==> config.mk <==
export PLATFORM = sky130hd
export DESIGN_NAME = ir_pulse_distance_transmitter
export DESIGN_NICKNAME = d
export VERILOG_FILES = /design/src/sv/irpd_pkg.sv /design/src/sv/ir_pulse_distance_transmitter.sv
export SDC_FILE = /design/constraint.sdc
export NUM_CORES = 1
export LEC_CHECK = 0
export ABC_AREA = 1
export BUFFER_PORTS_ARGS = -buffer_cell sky130_fd_sc_hd__buf_2
export CAP_MARGIN = 20
export CORE_ASPECT_RATIO = 0.9
export CORE_MARGIN = 10
export CORE_UTILIZATION = 55
export CTS_CLUSTER_DIAMETER = 50
export DETAILED_ROUTE_END_ITERATION = 8
export PLACE_DENSITY_LB_ADDON = 0.08
export SLEW_MARGIN = 20
export SYNTH_ARGS = -nofsm -noshare
export SYNTH_HDL_FRONTEND = slang
export SYNTH_SLANG_ARGS = --single-unit
==> constraint.sdc <==
create_clock -name clk -period 11.85 [get_ports clk]
set_clock_uncertainty 0.1 [all_clocks]
set_input_delay 1.185 -clock clk [delete_from_list [all_inputs] [get_ports clk]]
set_output_delay 1.185 -clock clk [all_outputs]
set_load 0.05 [all_outputs]
==> src/sv/irpd_pkg.sv <==
`timescale 1ns / 1ps
// irpd_pkg: shared types and constants for the ir pulse distance transmitter
// no dependencies

package irpd_pkg;

	localparam int DUR_W   = 16;
	localparam int BITC_W  = 6;
	localparam int MASK_W  = 6;
	localparam int CODE_W  = 32;
	localparam int CFG_W   = 16;
	localparam int CFG_IDX_W = 3;
	localparam int NUM_KINDS = 6;

	// segment kinds, also the bit order of the mark mask
	typedef enum logic [2:0] {
		KIND_START1 = 3'd0,
		KIND_START2 = 3'd1,
		KIND_ONE1   = 3'd2,
		KIND_ONE2   = 3'd3,
		KIND_ZERO1  = 3'd4,
		KIND_ZERO2  = 3'd5
	} seg_kind_t;

	typedef enum logic [CFG_IDX_W-1:0] {
		REG_BIT_COUNT    = 3'd0,
		REG_START_FIRST  = 3'd1,
		REG_START_SECOND = 3'd2,
		REG_ONE_FIRST    = 3'd3,
		REG_ONE_SECOND   = 3'd4,
		REG_ZERO_FIRST   = 3'd5,
		REG_ZERO_SECOND  = 3'd6,
		REG_MARK_MASK    = 3'd7
	} reg_idx_t;

	localparam logic [BITC_W-1:0] RST_BIT_COUNT    = 6'd32;
	localparam logic [DUR_W-1:0]  RST_START_FIRST  = 16'd9000;
	localparam logic [DUR_W-1:0]  RST_START_SECOND = 16'd4500;
	localparam logic [DUR_W-1:0]  RST_ONE_FIRST    = 16'd560;
	localparam logic [DUR_W-1:0]  RST_ONE_SECOND   = 16'd1690;
	localparam logic [DUR_W-1:0]  RST_ZERO_FIRST   = 16'd560;
	localparam logic [DUR_W-1:0]  RST_ZERO_SECOND  = 16'd560;
	localparam logic [MASK_W-1:0] RST_MARK_MASK    = 6'd21;

endpackage

==> src/sv/ir_pulse_distance_transmitter.sv <==
`timescale 1ns / 1ps
// ir_pulse_distance_transmitter: tick driven infrared pulse distance sender
// depends on irpd_pkg
//
// channel   dir  signals                       content
// s_*       in   tvalid tready tuser tdata     tuser: op; tdata: code
// m_*       out  tvalid tready tlast tdata     tlast: frame_done; tdata: pin, busy_res
// cfg_*     in   we index data                 register writes, no read-back
//
// one item per cycle sustained while the master side takes results: an input register
// feeds one pass of segment logic (two leading-one searches over the segment list)
// into the output register. each item is held in the input register and then in
// the output register before its result is offered.
// arst_n clears frame state and loads the register defaults.
// a stall on the master side holds the result; the input register keeps taking
// items until both stages are full.

module ir_pulse_distance_transmitter
	import irpd_pkg::*;
#(
	parameter int CARRIER_HALF_US = 12,
	parameter int MAX_BITS = 32
) (
	input  logic                 clk,
	input  logic                 arst_n,
	input  logic                 s_tvalid,
	output logic                 s_tready,
	input  logic                 s_tuser,     // [0] op
	input  logic [CODE_W-1:0]    s_tdata,     // [31:0] code
	output logic                 m_tvalid,
	input  logic                 m_tready,
	output logic                 m_tlast,     // frame_done
	output logic [7:0]           m_tdata,     // [0] pin, [1] busy_res, [7:2] zero
	input  logic                 cfg_we,
	input  logic [CFG_IDX_W-1:0] cfg_index,
	input  logic [CFG_W-1:0]     cfg_data
);

	localparam int NSEG   = 2 + 2 * MAX_BITS;
	localparam int SIDX_W = $clog2(NSEG);
	localparam int NB_W   = $clog2(MAX_BITS + 1);
	localparam int PER    = 2 * CARRIER_HALF_US;
	localparam int PH_W   = $clog2(PER);
	localparam int EL_W   = DUR_W + 1;

	// configuration registers
	logic [BITC_W-1:0] bit_count_q;
	logic [DUR_W-1:0]  kind_dur_q [NUM_KINDS];
	logic [MASK_W-1:0] mark_mask_q;

	// frame state
	logic              busy_q;
	logic [MAX_BITS-1:0] code_q;
	logic [SIDX_W-1:0] seg_q;
	logic [EL_W-1:0]   elapsed_q;
	logic [PH_W-1:0]   phase_q;

	// input and output stages
	logic              valid_s1;
	logic              op_s1;
	logic [CODE_W-1:0] code_s1;
	logic              out_valid_q;
	logic              pin_q, busy_res_q, done_q;

	logic              adv;

	// next-state signals
	logic [MAX_BITS-1:0] code_sel;
	logic [SIDX_W-1:0]   from_sel;
	logic [NB_W-1:0]     nb;
	logic [MAX_BITS-1:0] shifted;
	logic [NSEG-1:0]     nzv;
	seg_kind_t           kindv [NSEG];
	logic [SIDX_W:0]     srch_a, srch_b;
	logic                found_a, found_b;
	logic [SIDX_W-1:0]   idx_a, idx_b;
	seg_kind_t           kind_a;
	logic [DUR_W-1:0]    dur_a;
	logic                mark_a;
	logic [EL_W-1:0]     el_inc;
	logic [PH_W:0]       ph_inc;
	logic [PH_W-1:0]     ph_wrap;
	logic                finished;

	logic                busy_d, pin_d, done_d, load_code;
	logic [SIDX_W-1:0]   seg_d;
	logic [EL_W-1:0]     el_d;
	logic [PH_W-1:0]     ph_d;

	// first nonzero-length segment at or after (or strictly after) a position
	function automatic logic [SIDX_W:0] first_set(input logic [NSEG-1:0] v,
			input logic [SIDX_W-1:0] from, input logic strict);
		logic [SIDX_W:0] res;
		res = '0;
		for (int j = NSEG - 1; j >= 0; j--) begin
			if (v[j] && ((SIDX_W'(j) > from) || (!strict && SIDX_W'(j) == from)))
				res = {1'b1, SIDX_W'(j)};
		end
		return res;
	endfunction

	assign adv      = valid_s1 && (!out_valid_q || m_tready);
	assign s_tready = !valid_s1 || adv;
	assign m_tvalid = out_valid_q;
	assign m_tlast  = done_q;
	assign m_tdata  = {6'd0, busy_res_q, pin_q};

	// bit kinds come from the stored code, or from the new code on a start
	assign load_code = op_s1 && !busy_q && (code_s1 != '0);
	assign code_sel  = op_s1 ? code_s1[MAX_BITS-1:0] : code_q;
	assign from_sel  = op_s1 ? '0 : seg_q;
	assign nb        = (bit_count_q > BITC_W'(MAX_BITS)) ? NB_W'(MAX_BITS)
	                                                    : NB_W'(bit_count_q);
	// the top used bit of the code (bit nb-1) lands on the top bit
	assign shifted   = code_sel << (NB_W'(MAX_BITS) - nb);

	always_comb begin
		for (int j = 0; j < NSEG; j++) begin
			if (j == 0) begin
				kindv[j] = KIND_START1;
				nzv[j]   = (kind_dur_q[KIND_START1] != '0);
			end else if (j == 1) begin
				kindv[j] = KIND_START2;
				nzv[j]   = (kind_dur_q[KIND_START2] != '0);
			end else begin
				if (shifted[MAX_BITS - 1 - ((j - 2) >> 1)])
					kindv[j] = (j % 2 == 1) ? KIND_ONE2 : KIND_ONE1;
				else
					kindv[j] = (j % 2 == 1) ? KIND_ZERO2 : KIND_ZERO1;
				nzv[j] = (NB_W'((j - 2) >> 1) < nb) && (kind_dur_q[kindv[j]] != '0);
			end
		end
	end

	assign srch_a  = first_set(nzv, from_sel, 1'b0);
	assign found_a = srch_a[SIDX_W];
	assign idx_a   = srch_a[SIDX_W-1:0];
	assign srch_b  = first_set(nzv, idx_a, 1'b1);
	assign found_b = srch_b[SIDX_W];
	assign idx_b   = srch_b[SIDX_W-1:0];

	assign kind_a  = kindv[idx_a];
	assign dur_a   = kind_dur_q[kind_a];
	assign mark_a  = mark_mask_q[kind_a];
	assign el_inc  = elapsed_q + EL_W'(1);
	assign ph_inc  = {1'b0, phase_q} + (PH_W + 1)'(1);
	assign ph_wrap = (ph_inc >= (PH_W + 1)'(PER)) ? '0 : ph_inc[PH_W-1:0];
	assign finished = (el_inc >= EL_W'(dur_a)) && (!mark_a || ph_wrap == '0);

	always_comb begin
		busy_d = busy_q;
		pin_d  = 1'b0;
		done_d = 1'b0;
		seg_d  = seg_q;
		el_d   = elapsed_q;
		ph_d   = phase_q;
		if (op_s1) begin
			if (load_code) begin
				el_d = '0;
				ph_d = '0;
				if (found_a) begin
					busy_d = 1'b1;
					seg_d  = idx_a;
				end else begin
					busy_d = 1'b0;
					seg_d  = '0;
					done_d = 1'b1;
				end
			end
		end else if (busy_q) begin
			if (!found_a) begin
				busy_d = 1'b0;
				done_d = 1'b1;
				seg_d  = '0;
				el_d   = '0;
				ph_d   = '0;
			end else begin
				// elapsed time carries over a skipped segment
				pin_d = mark_a && (phase_q < PH_W'(CARRIER_HALF_US));
				if (finished) begin
					el_d = '0;
					ph_d = '0;
					if (found_b) begin
						seg_d = idx_b;
					end else begin
						busy_d = 1'b0;
						done_d = 1'b1;
						seg_d  = '0;
					end
				end else begin
					seg_d = idx_a;
					el_d  = el_inc;
					ph_d  = mark_a ? ph_wrap : phase_q;
				end
			end
		end
	end

	always_ff @(posedge clk or negedge arst_n) begin
		if (!arst_n) begin
			bit_count_q   <= RST_BIT_COUNT;
			kind_dur_q[KIND_START1] <= RST_START_FIRST;
			kind_dur_q[KIND_START2] <= RST_START_SECOND;
			kind_dur_q[KIND_ONE1]   <= RST_ONE_FIRST;
			kind_dur_q[KIND_ONE2]   <= RST_ONE_SECOND;
			kind_dur_q[KIND_ZERO1]  <= RST_ZERO_FIRST;
			kind_dur_q[KIND_ZERO2]  <= RST_ZERO_SECOND;
			mark_mask_q   <= RST_MARK_MASK;
		end else if (cfg_we) begin
			unique case (reg_idx_t'(cfg_index))
				REG_BIT_COUNT:    bit_count_q <= cfg_data[BITC_W-1:0];
				REG_START_FIRST:  kind_dur_q[KIND_START1] <= cfg_data;
				REG_START_SECOND: kind_dur_q[KIND_START2] <= cfg_data;
				REG_ONE_FIRST:    kind_dur_q[KIND_ONE1]   <= cfg_data;
				REG_ONE_SECOND:   kind_dur_q[KIND_ONE2]   <= cfg_data;
				REG_ZERO_FIRST:   kind_dur_q[KIND_ZERO1]  <= cfg_data;
				REG_ZERO_SECOND:  kind_dur_q[KIND_ZERO2]  <= cfg_data;
				REG_MARK_MASK:    mark_mask_q <= cfg_data[MASK_W-1:0];
			endcase
		end
	end

	always_ff @(posedge clk or negedge arst_n) begin
		if (!arst_n) begin
			busy_q    <= 1'b0;
			code_q    <= '0;
			seg_q     <= '0;
			elapsed_q <= '0;
			phase_q   <= '0;
		end else if (adv) begin
			busy_q    <= busy_d;
			seg_q     <= seg_d;
			elapsed_q <= el_d;
			phase_q   <= ph_d;
			if (load_code)
				code_q <= code_s1[MAX_BITS-1:0];
		end
	end

	always_ff @(posedge clk or negedge arst_n) begin
		if (!arst_n) begin
			valid_s1 <= 1'b0;
		end else if (s_tready) begin
			valid_s1 <= s_tvalid;
		end
	end

	always_ff @(posedge clk) begin
		if (s_tready && s_tvalid) begin
			op_s1   <= s_tuser;
			code_s1 <= s_tdata;
		end
	end

	always_ff @(posedge clk or negedge arst_n) begin
		if (!arst_n) begin
			out_valid_q <= 1'b0;
		end else if (adv) begin
			out_valid_q <= 1'b1;
		end else if (m_tready) begin
			out_valid_q <= 1'b0;
		end
	end

	always_ff @(posedge clk) begin
		if (adv) begin
			pin_q      <= pin_d;
			busy_res_q <= busy_d;
			done_q     <= done_d;
		end
	end

endmodule

==> impl_metrics.ini <==
[run_status]
status = completed

[clocking]
cts_root_buf = clkbuf_16
clk_transition_reported_paths_ns = 0.06
cts_tree = built
clkSinkCount = 208
cts_made_buffers = 24
ctsHoldBuffers = 0
htreeDepth = 1
max-clock-path-buffers = 3
clock_latency_ns = 0.54

[floorplan]
rows = 60
ios = 68
die_area_sq_um = 37400
core_sq_um = 29800
die_height_um = 185
start_util_pct = 55.5
fp.dieW_um = 203

[global_route]
gr-total-overflow = 0
grt_pass1_vias = 16200
grt_start_max_net_pins = 65
antenna_found_initial = 0
grt_pass1_wl_mm = 90.2
grt_use_total_pct = 30.2

[timing]
max_freq_mhz = 93.7
layout_min_cycle_time_ns = 10.67
final_max_slew_viol_count = 0
setup_slack_ns = 1.18
finalHoldViolations = 0
setup_viol = 0
period_share_pct = 90.0
holdWs_ns = 0.388
max_slew.worst_pin.slew_ns = 1.05
slew-limit-headroom_pct = 29.6

[setup_path]
cpMostUsedCell = nor2_1
cp.required_ns = 12.18
critical_path_class = reg2reg
critPathLaunchType = register
crit_path_max_fanout = 57
worstPathArrival_ns = 11.00
cpPeakStageDelay_ns = 0.65
crit_path_top_delay_cell = dfstp_2
worstSetupEndpointType = register

[power_and_ir_drop]
peakVddDrop_uv = 140
pwr_density_cell_nw_per_um2 = 228
p_leak_uw = 0.00855
finalPower_uw = 4090

[cells_and_area]
syn_to_final_growth_pct = 8.62
multiInputGateArea_sq_um = 9380
fillers = 2876
stdcell_area_sq_um = 18000
drive_gt1_share_pct = 9.10
seqCellArea_sq_um = 5420
nets = 2686
n_antenna_cell = 0
final_core_util_pct = 60.3
final_common_cell = nand2_1
final_cell_mix = nand2_1, o21ai_0, inv_1, nor2_1, dfrtp_1

[placed_design]
io_buffers = 61
gp_congestion = 1.08
place_area_sq_um = 17100
pre_cts_ws_ns = 0.666
dp_hpwl_mm = 45.6

[yosys]
yosysUniqueCellTypes = 61
ys_seq_area_share_pct = 32.8
synth-async-reset-ratio_pct = 82.7
synth_ff_type = dfrtp_1
synth_warnings = 0
netlist_instances = 2596
synth-edff-count = 36
postSynthAreaPerCell_sq_um = 6.37
ys_seq_elements = 208
synth_area_sq_um = 16500

[route]
drt_wl_total_mm = 58.2
routedWlPerCell_um = 19.2
drtPass1Iterations = 6
drc = 0
drtIter0Drc = 2249
viasPerCell = 5.98
num_vias = 18100
ant_nets = 0

[min_path]
hold_path_class = reg2reg

[flow_run]
cap_viol_max_count = 0
[stage by stage]
stage               cells  setup TNS, ns
floorplan            2601              0
global placement     2983              0
detailed placement   2983              0
CTS                  3026              0
global route         3028       -0.00239
finish               3028              0
[what timing repair did]
action / CTS / global route
gates resized for setup: 0 / 18
setup endpoints to repair: 0 / 32
buffers inserted: 0 / 1
[Yosys cell counts, types with 3 or more instances]
cell type	count	area share, %
a211oi_1	3	0.14
nand2_1	719	16
o2111ai_1	4	0.21
o21ai_0	359	11
inv_2	11	0.25
o221ai_1	3	0.16
nor4_1	29	1.1
clkbuf_1	75	1.7
nand3_2	5	0.30
buf_6	3	0.20
o21ai_1	30	0.91
nand3_1	89	2.7
buf_2	11	0.33
dfstp_2	29	4.6
nand2_4	4	0.27
o22ai_1	44	1.7
or2_2	15	0.57
buf_1	4	0.091
buf_4	15	0.68
nor2_4	4	0.27
nor2_2	6	0.23
dfrtp_1	143	22
xor2_1	12	0.64
nor3_1	23	0.70
o211ai_1	58	2.6
ha_1	21	1.6
nand2_2	10	0.38
inv_1	340	7.7
o311ai_0	3	0.16
nor2_1	257	5.8
a21oi_1	132	4.0
edfxtp_1	36	6.5
a31oi_1	18	0.68
nand4_1	23	0.87
a221oi_1	3	0.16
a32o_1	11	0.67
o21ai_2	4	0.21
o21bai_1	7	0.32
[state kept, by name, summed over array words and instances (netlist names)]
| register | cells |
|---|---|
| bit_count_q | 6 |
| busy_q | 1 |
| busy_res_q | 1 |
| code_q | 32 |
| code_s1 | 32 |
| elapsed_q | 17 |
| kind_dur_q | 96 |
| m_tlast | 1 |
| m_tvalid | 1 |
| mark_mask_q | 6 |
| op_s1 | 1 |
| phase_q | 5 |
| pin_q | 1 |
| seg_q | 7 |
| valid_s1 | 1 |
[layer usage]
layer  vias up  track usage (%)  share of wire [%]
met5         -                0                  0
met4         0             11.7                4.3
met3       153             5.02                 11
met2      1036             45.7                 42
met1      8329             42.2                 43
li1       8584                -                  -
[area by class of cell]
class / count / share of cell area (%)
clock buffers: 29 / 3.56
clock inverters: 14 / 0.682
inverters: 354 / 7.49
multi-input cells: 1931 / 52.2
flip-flops and latches: 208 / 30.2
well taps: 403 / 2.81
repair buffers: 89 / 3.08
[final timing paths]
kind                                      from             end  slack (ns)  cells past startpoint
worst max register to register  bit_count_q[5]   elapsed_q[16]        1.18                     76
worst min-delay path                code_q[20]      code_q[20]        0.39                      2
worst max-delay path            bit_count_q[5]   elapsed_q[16]        1.18                     76
worst min register to register      code_q[20]      code_q[20]        0.39                      2
max in group asynchronous               arst_n  bit_count_q[2]        9.85                      2
min in group asynchronous               arst_n      code_q[20]        0.51                      1
[kinds of logic (layout without fill, tap and decap cells)]
family          Yosys count  in the layout  share of synthesized area (%)
other cells               1              6                         0.0227
buf+inv                 462            486                           11.1
compound gates          693            693                           23.5
mux                       2              2                          0.121
flops                   208            208                           32.8
fa+ha+maj                21             21                           1.59
simple gates           1196           1196                           30.2
xor+xnor                 13             13                          0.688
[worst max-delay path, delay by kind of cell (launching register included)]
family          cells  cell delay (ns)
simple gates       39             3.76
compound gates     23             3.21
buf+inv            12             2.17
flops               1             0.65
fa+ha+maj           2             0.62
[where the power goes]
group	switching, uW	leakage, uW	internal [uW]
logic	1680	0.00575	694
clock network	296	0.000365	408
registers	112	0.00243	905
Power figures use the tool's default switching activity.
